### src/rtl/core/fcfs_pkg.sv
// shared types, widths and codes for the fcfs scheduling metrics block
package fcfs_pkg;

  localparam int MAX_PROCESSES = 16;
  localparam int IDX_W         = $clog2(MAX_PROCESSES);
  localparam int CNT_W         = $clog2(MAX_PROCESSES + 1);
  localparam int ID_W          = 8;
  localparam int TIME_W        = 16;
  localparam int CLK_W         = 21;
  localparam int SPAN_W        = 20;

  typedef struct packed {
    logic [ID_W-1:0]   id;
    logic [TIME_W-1:0] arrival;
    logic [TIME_W-1:0] burst;
  } entry_t;

  typedef enum logic [1:0] {
    OP_GT,
    OP_MAX,
    OP_ADD,
    OP_SUB
  } alu_op_e;

  typedef struct packed {
    alu_op_e          op;
    logic [CLK_W-1:0] a;
    logic [CLK_W-1:0] b;
  } alu_req_t;

  typedef enum logic [3:0] {
    S_LOAD,
    S_KEY_RD,
    S_KEY_WT,
    S_CMP,
    S_PLACE,
    S_E_RD,
    S_E_WT,
    S_E_MAX,
    S_E_ADD,
    S_E_TURN,
    S_E_WAIT,
    S_OUT
  } state_e;

endpackage

### src/rtl/core/fcfs_schedule_metrics.sv
// top level: batch loading, stable insertion sort and fcfs metric sequencer
//
// Processes are loaded one word per cycle into a 16-entry table; the word with
// batch_end set closes the batch (words past a full table are dropped, but a
// closing word still closes). The table is then insertion-sorted by arrival
// through a memory with one write port and a registered read port: each entry is
// fetched as key, every earlier entry with a later arrival is moved up past it,
// and then the key is written into the place that is left free.
// Each result is then worked out in steps on the shared arithmetic unit (fetch,
// clock catch-up, completion, turnaround, waiting) and is held until taken.
// No input word is taken from closing until the last result has been taken.
module fcfs_schedule_metrics
  import fcfs_pkg::*;
(
  input  logic                clk_i,
  input  logic                rst_ni,
  input  logic                in_valid_i,
  output logic                in_stall_o,
  input  logic [ID_W-1:0]     process_id_i,
  input  logic [TIME_W-1:0]   arrival_time_i,
  input  logic [TIME_W-1:0]   burst_time_i,
  input  logic                batch_end_i,
  output logic                out_valid_o,
  input  logic                out_stall_i,
  output logic [ID_W-1:0]     out_process_id_o,
  output logic [TIME_W-1:0]   out_arrival_o,
  output logic [TIME_W-1:0]   out_burst_o,
  output logic [CLK_W-1:0]    completion_time_o,
  output logic [SPAN_W-1:0]   turnaround_time_o,
  output logic [SPAN_W-1:0]   waiting_time_o,
  output logic                last_result_o
);

  state_e              state_q, state_d;
  logic [CNT_W-1:0]    count_q;
  logic [CNT_W-1:0]    i_q;
  logic [IDX_W-1:0]    j_q;
  logic [CNT_W-1:0]    k_q;
  logic [CLK_W-1:0]    clk_q;
  entry_t              key_q;
  entry_t              cur_q;
  logic [SPAN_W-1:0]   turn_q;
  logic [SPAN_W-1:0]   wait_q;

  logic                we;
  logic [IDX_W-1:0]    waddr;
  entry_t              wdata;
  logic [IDX_W-1:0]    raddr;
  entry_t              rdata;
  alu_req_t            alu_req;
  logic [CLK_W-1:0]    alu_res;

  logic                in_fire;
  logic                room;
  logic                out_fire;
  logic                is_last;
  logic                gt;

  assign in_fire  = in_valid_i && (state_q == S_LOAD);
  assign room     = (count_q < CNT_W'(MAX_PROCESSES));
  assign out_fire = (state_q == S_OUT) && !out_stall_i;
  assign is_last  = ((k_q + CNT_W'(1)) == count_q);
  assign gt       = alu_res[0];

  fcfs_table u_table (
    .clk_i   (clk_i),
    .we_i    (we),
    .waddr_i (waddr),
    .wdata_i (wdata),
    .raddr_i (raddr),
    .rdata_o (rdata)
  );

  fcfs_alu u_alu (
    .req_i (alu_req),
    .res_o (alu_res)
  );

  // next state
  always_comb begin
    state_d = state_q;
    case (state_q)
      S_LOAD: begin
        if (in_fire && batch_end_i) begin
          state_d = S_KEY_RD;
        end
      end
      S_KEY_RD: begin
        if (i_q >= count_q) begin
          state_d = S_E_RD;
        end else begin
          state_d = S_KEY_WT;
        end
      end
      S_KEY_WT: state_d = S_CMP;
      S_CMP: begin
        if (!gt) begin
          state_d = S_KEY_RD;
        end else if (j_q == IDX_W'(1)) begin
          state_d = S_PLACE;
        end
      end
      S_PLACE:  state_d = S_KEY_RD;
      S_E_RD:   state_d = S_E_WT;
      S_E_WT:   state_d = S_E_MAX;
      S_E_MAX:  state_d = S_E_ADD;
      S_E_ADD:  state_d = S_E_TURN;
      S_E_TURN: state_d = S_E_WAIT;
      S_E_WAIT: state_d = S_OUT;
      S_OUT: begin
        if (out_fire) begin
          state_d = is_last ? S_LOAD : S_E_RD;
        end
      end
      default: state_d = S_LOAD;
    endcase
  end

  // memory and arithmetic unit control
  always_comb begin
    we          = 1'b0;
    waddr       = j_q;
    wdata       = key_q;
    raddr       = i_q[IDX_W-1:0];
    alu_req.op  = OP_GT;
    alu_req.a   = CLK_W'(rdata.arrival);
    alu_req.b   = CLK_W'(key_q.arrival);
    case (state_q)
      S_LOAD: begin
        we          = in_fire && room;
        waddr       = count_q[IDX_W-1:0];
        wdata.id      = process_id_i;
        wdata.arrival = arrival_time_i;
        wdata.burst   = burst_time_i;
      end
      S_KEY_RD: raddr = i_q[IDX_W-1:0];
      S_KEY_WT: raddr = i_q[IDX_W-1:0] - IDX_W'(1);
      S_CMP: begin
        we    = 1'b1;
        wdata = gt ? rdata : key_q;
        raddr = j_q - IDX_W'(2);
      end
      S_PLACE: we = 1'b1;
      S_E_RD:  raddr = k_q[IDX_W-1:0];
      S_E_MAX: begin
        alu_req.op = OP_MAX;
        alu_req.a  = clk_q;
        alu_req.b  = CLK_W'(cur_q.arrival);
      end
      S_E_ADD: begin
        alu_req.op = OP_ADD;
        alu_req.a  = clk_q;
        alu_req.b  = CLK_W'(cur_q.burst);
      end
      S_E_TURN: begin
        alu_req.op = OP_SUB;
        alu_req.a  = clk_q;
        alu_req.b  = CLK_W'(cur_q.arrival);
      end
      S_E_WAIT: begin
        alu_req.op = OP_SUB;
        alu_req.a  = CLK_W'(turn_q);
        alu_req.b  = CLK_W'(cur_q.burst);
      end
      default: ;
    endcase
  end

  always_ff @(posedge clk_i or negedge rst_ni) begin
    if (!rst_ni) begin
      state_q <= S_LOAD;
      count_q <= '0;
      i_q     <= '0;
      j_q     <= '0;
      k_q     <= '0;
      clk_q   <= '0;
    end else begin
      state_q <= state_d;
      case (state_q)
        S_LOAD: begin
          if (in_fire && room) begin
            count_q <= count_q + CNT_W'(1);
          end
          if (in_fire && batch_end_i) begin
            i_q <= CNT_W'(1);
            k_q <= '0;
            clk_q <= '0;
          end
        end
        S_KEY_WT: j_q <= i_q[IDX_W-1:0];
        S_CMP: begin
          if (gt) begin
            j_q <= j_q - IDX_W'(1);
          end else begin
            i_q <= i_q + CNT_W'(1);
          end
        end
        S_PLACE: i_q <= i_q + CNT_W'(1);
        S_E_MAX: clk_q <= alu_res;
        S_E_ADD: clk_q <= alu_res;
        S_OUT: begin
          if (out_fire) begin
            k_q <= k_q + CNT_W'(1);
            if (is_last) begin
              count_q <= '0;
              clk_q   <= '0;
            end
          end
        end
        default: ;
      endcase
    end
  end

  always_ff @(posedge clk_i) begin
    case (state_q)
      S_KEY_WT: key_q  <= rdata;
      S_E_WT:   cur_q  <= rdata;
      S_E_TURN: turn_q <= alu_res[SPAN_W-1:0];
      S_E_WAIT: wait_q <= alu_res[SPAN_W-1:0];
      default: ;
    endcase
  end

  // handshake and result word
  always_comb begin
    in_stall_o  = (state_q != S_LOAD);
    out_valid_o = (state_q == S_OUT);
  end

  assign out_process_id_o  = cur_q.id;
  assign out_arrival_o     = cur_q.arrival;
  assign out_burst_o       = cur_q.burst;
  assign completion_time_o = clk_q;
  assign turnaround_time_o = turn_q;
  assign waiting_time_o    = wait_q;
  assign last_result_o     = is_last;

endmodule

### src/rtl/core/fcfs_table.sv
// process table memory, one write port and one registered read port
module fcfs_table
  import fcfs_pkg::*;
(
  input  logic             clk_i,
  input  logic             we_i,
  input  logic [IDX_W-1:0] waddr_i,
  input  entry_t           wdata_i,
  input  logic [IDX_W-1:0] raddr_i,
  output entry_t           rdata_o
);

  entry_t mem [MAX_PROCESSES];
  entry_t rdata_q;

  always_ff @(posedge clk_i) begin
    if (we_i) begin
      mem[waddr_i] <= wdata_i;
    end
  end

  always_ff @(posedge clk_i) begin
    rdata_q <= mem[raddr_i];
  end

  assign rdata_o = rdata_q;

endmodule

### src/rtl/core/fcfs_alu.sv
// shared compare, max, add and subtract unit on run clock width
module fcfs_alu
  import fcfs_pkg::*;
(
  input  alu_req_t         req_i,
  output logic [CLK_W-1:0] res_o
);

  always_comb begin
    case (req_i.op)
      OP_GT:   res_o = {{(CLK_W-1){1'b0}}, (req_i.a > req_i.b)};
      OP_MAX:  res_o = (req_i.a > req_i.b) ? req_i.a : req_i.b;
      OP_ADD:  res_o = req_i.a + req_i.b;
      OP_SUB:  res_o = req_i.a - req_i.b;
      default: res_o = '0;
    endcase
  end

endmodule
### config.mk
export PLATFORM = sky130hd
export DESIGN_NAME = fcfs_schedule_metrics
export DESIGN_NICKNAME = d
export VERILOG_FILES = /design/src/rtl/core/fcfs_pkg.sv /design/src/rtl/core/fcfs_schedule_metrics.sv /design/src/rtl/core/fcfs_table.sv /design/src/rtl/core/fcfs_alu.sv
export SDC_FILE = /design/constraint.sdc
export NUM_CORES = 1
export LEC_CHECK = 0
export BUFFER_PORTS_ARGS = -buffer_cell sky130_fd_sc_hd__buf_4
export CORE_UTILIZATION = 29
export CTS_BUF_LIST = sky130_fd_sc_hd__clkbuf_16
export DETAILED_ROUTE_END_ITERATION = 10
export PLACE_DENSITY_LB_ADDON = 0.15
export SETUP_SLACK_MARGIN = 0.4
export SYNTH_ARGS = -nofsm -noshare
export SYNTH_HDL_FRONTEND = slang
export SYNTH_SLANG_ARGS = --single-unit
export TNS_END_PERCENT = 50
### constraint.sdc
create_clock -name clk_i -period 16.28 [get_ports clk_i]
set_clock_uncertainty 0.1 [all_clocks]
set_input_delay 3.256 -clock clk_i [delete_from_list [all_inputs] [get_ports clk_i]]
set_output_delay 3.256 -clock clk_i [all_outputs]
set_load 0.05 [all_outputs]
==> flow_metrics.env <==
export IMPL_outcome="finished, final reports clean"
export IMPL_track_usage=0.182
export IMPL_design_core_area_um2=123000
export IMPL_clockPowerShare=0.192
export IMPL_synthArstFlopShare=0.0521
export IMPL_grt_pass1_vias=23200
export IMPL_fp_dieH_um=355
export IMPL_area_delta_synth_final_pct=16.0
export IMPL_max_stage_delay_ps=960
export IMPL_required_ps=16560
export IMPL_slew_headroom=0.167
export IMPL_cts_setup_buffers=0
export IMPL_fillCellCount=12000
export IMPL_htreeDepth=3
export IMPL_drc=0
export IMPL_min_period_over_period=0.441
export IMPL_synthesis_area_um2=36100
export IMPL_die_area_um2=126000
export IMPL_critical_path_peak_fanout=32
export IMPL_drt_iter0_markers=2026
export IMPL_grt_antenna_before_repair=4
export IMPL_placementRows=129
export IMPL_ys_flop_type="edfxtp_1"
export IMPL_num_nets_final=2950
export IMPL_ant_nets=0
export IMPL_cp_start_kind="register"
export IMPL_layout_setup_ws_ps=9100
export IMPL_io_buffers=148
export IMPL_synth_warnings=0
export IMPL_routed_wirelength_um=117000
export IMPL_place_congestion=0.922
export IMPL_crit_chain="and4b_1 > nor2_2 > buf_4 > a222oi_1 > inv_1 > ha_1 > nor4_1 > and4b_1 > a21oi_1 > nor2_1 > a21o_1 > a21oi_4 > buf_4 > nor2_4 > buf_4 > a21o_1"
export IMPL_holdCritPathClass="register to register"
export IMPL_clk_latency_ps=660
export IMPL_finish_instance_area_um2=41800
export IMPL_swShare=0.438
export IMPL_cts_inserted_buffers=88
export IMPL_via_count=23900
export IMPL_cts_num_sinks=844
export IMPL_die_width_um=355
export IMPL_synth_area_leaders="edfxtp_1, nand2_1, a211oi_1"
export IMPL_syn_nets=2860
export IMPL_place_worst_setup_slack_ps=9100
export IMPL_dp_hpwl_um=67700
export IMPL_rsz0062_at_grt="no"
export IMPL_power_density_nw_per_um2=245
export IMPL_maxCapViolCount=0
export IMPL_hold_violations=0
export IMPL_yosysUniqueCellTypes=77
export IMPL_ioPinCount=149
export IMPL_grt_first_pass_wirelength_um=166000
export IMPL_diodes=0
export IMPL_avgViaCountPerCell=5.24
export IMPL_clkTransAtPathRegs_ps=60
export IMPL_start_util=0.292
export IMPL_cp_top_family="simple AND/OR/NAND/NOR gates"
export IMPL_combPwrFrac=0.466
export IMPL_cp_num_buf_inv=4
export IMPL_synth_avg_cell_area_um2=13.0
export IMPL_synth_enable_flop_cells=760
export IMPL_fin_setup_tns_ps=0
export IMPL_tightest_slew_ps=1250
export IMPL_worstPathArrival_ps=7460
export IMPL_grt_max_degree=197
export IMPL_cts_tree="done"
export IMPL_synth_seq_area_share=0.685
export IMPL_fin_crit_ps=7180
export IMPL_worstSetupEndpointType="register"
export IMPL_setup_viol=0
export IMPL_switchingPower_uw=4490
export IMPL_power_leakage_uw=0.0143
export IMPL_cts_hold_buf=0
export IMPL_fin_hold_ws_ps=356
export IMPL_ys_ff_latch=844
export IMPL_synth_top_area_frac=0.633
export IMPL_maxSlewViolCount=0
export IMPL_ir_worst_vdd_v=0.000245
export IMPL_cts_resized=0
export IMPL_drive_gt1_frac=0.128
export IMPL_placed_area_um2=39000
export IMPL_pwr_share_seq=0.342
export IMPL_clockRootBuffer="clkbuf_16"
export IMPL_wl_per_cell_um=25.6
export IMPL_synthCells=2768
export IMPL_internal_power_uw=5750
export IMPL_crit_top_cell="buf_4"
export IMPL_overflow=0
export IMPL_max_freq_mhz=139
export IMPL_yosys_area_top_type="edfxtp_1"
export IMPL_crit_slowest_cell="and4b_1"
export IMPL_crit_type="register to register"
export IMPL_dr_pass1_iters=8
export IMPL_clockBufferDepth=3
==> cell usage in the layout (no fill, tap or decap), drive strengths merged, types with 44 or more instances in the layout <==
cell and n:
dfrtp 44, nor2 75, a31oi 90, nand2 423
a211oi 210, ha 45, nor2b 177, edfxtp 760
clkbuf 90, a311oi 85, buf 199, inv 71
a21o 54, a21oi 146, o21ai 72
==> layer usage <==
layer	vias to the layer above	global-route usage	wire length [um]
met5	-	0	0
li1	10800	-	-
met1	12300	0.244	52000
met4	0	0.0473	2360
met2	766	0.308	56800
met3	129	0.0238	6020
==> per-stage QoR <==
| stage | utilization | total power, uW | instances |
|---|---|---|---|
| after floorplan | - | 6790 | 2768 |
| after global placement | 0.316 | 8220 | 4405 |
| after detailed placement | 0.316 | 8320 | 4405 |
| after CTS | 0.339 | 10300 | 4569 |
| after global routing | 0.339 | 10900 | 4569 |
| final | 0.339 | 10200 | 4569 |
==> power groups by stage <==
stage,Sequential (uW),Clock [uW],Combinational [uW]
after floorplan,3480,0,3310
after global placement,3540,0,4680
after detailed placement,3540,0,4770
after CTS,3500,2010,4790
after global routing,3530,2090,5230
final,3500,1970,4760
==> cells in the mapped netlist (4+ instances only) <==
cell type,number
nor3_1,33
nor2b_1,177
nand2_1,421
buf_4,6
or3_1,7
a311oi_1,85
mux2i_1,6
buf_6,5
or2_2,6
a21oi_1,145
nand4_1,7
nor2_1,75
a22o_1,43
dfxtp_1,40
inv_1,47
a222oi_1,11
a22oi_1,25
a221o_1,9
o211ai_1,13
o22ai_1,7
ha_1,45
xnor2_1,17
a211o_1,4
nand2b_1,11
buf_2,31
o21bai_1,6
o21ai_0,65
nand3_1,24
a31oi_1,90
dfrtp_1,44
a21o_1,54
clkbuf_1,154
o21ai_2,4
edfxtp_1,760
a211oi_1,210
xor2_1,12
and3_1,4
==> worst paths after layout <==
path,start,to,slack [ps],cells after the start
setup / recovery,state_q[1],u_table.mem[7][30],9100,16
hold / removal,u_table.rdata_o[39],out_process_id_o[7],360,0
setup reg to reg,state_q[1],u_table.mem[7][30],9100,16
hold reg to reg,u_table.rdata_o[39],out_process_id_o[7],360,0
max in group asynchronous,rst_ni,completion_time_o[11],13070,1
min in group asynchronous,rst_ni,completion_time_o[18],2540,1
==> kinds of logic after synthesis <==
group                      synth area share
and+or+nand+nor                       0.103
AOI/OAI and AO/OA                     0.158
muxes                               0.00167
buffers and inverters                0.0283
xor gates and xnor gates            0.00704
DFF                                   0.685
adders and majority gates            0.0167
==> flip-flops by register name (all words and copies together), names as in the netlist, 5 cells and up <==
register / cells
out_arrival_o: 16
u_table.rdata_o: 40
u_table.mem: 640
i_q: 5
out_burst_o: 16
completion_time_o: 21
key_q: 40
count_q: 5
waiting_time_o: 20
k_q: 5
out_process_id_o: 8
turnaround_time_o: 20
==> layout make-up <==
class | instances | area, um2 | share of cell area
inverters | 47 | 176 | 0.00422
well taps | 1637 | 2050 | 0.0490
clock inverters | 74 | 558 | 0.0133
clock buffers | 90 | 2250 | 0.0538
multi-input cells | 1678 | 10500 | 0.252
flip-flops and latches | 844 | 24700 | 0.591
repair buffers | 199 | 1530 | 0.0366
Power figures use the tool's default switching activity.
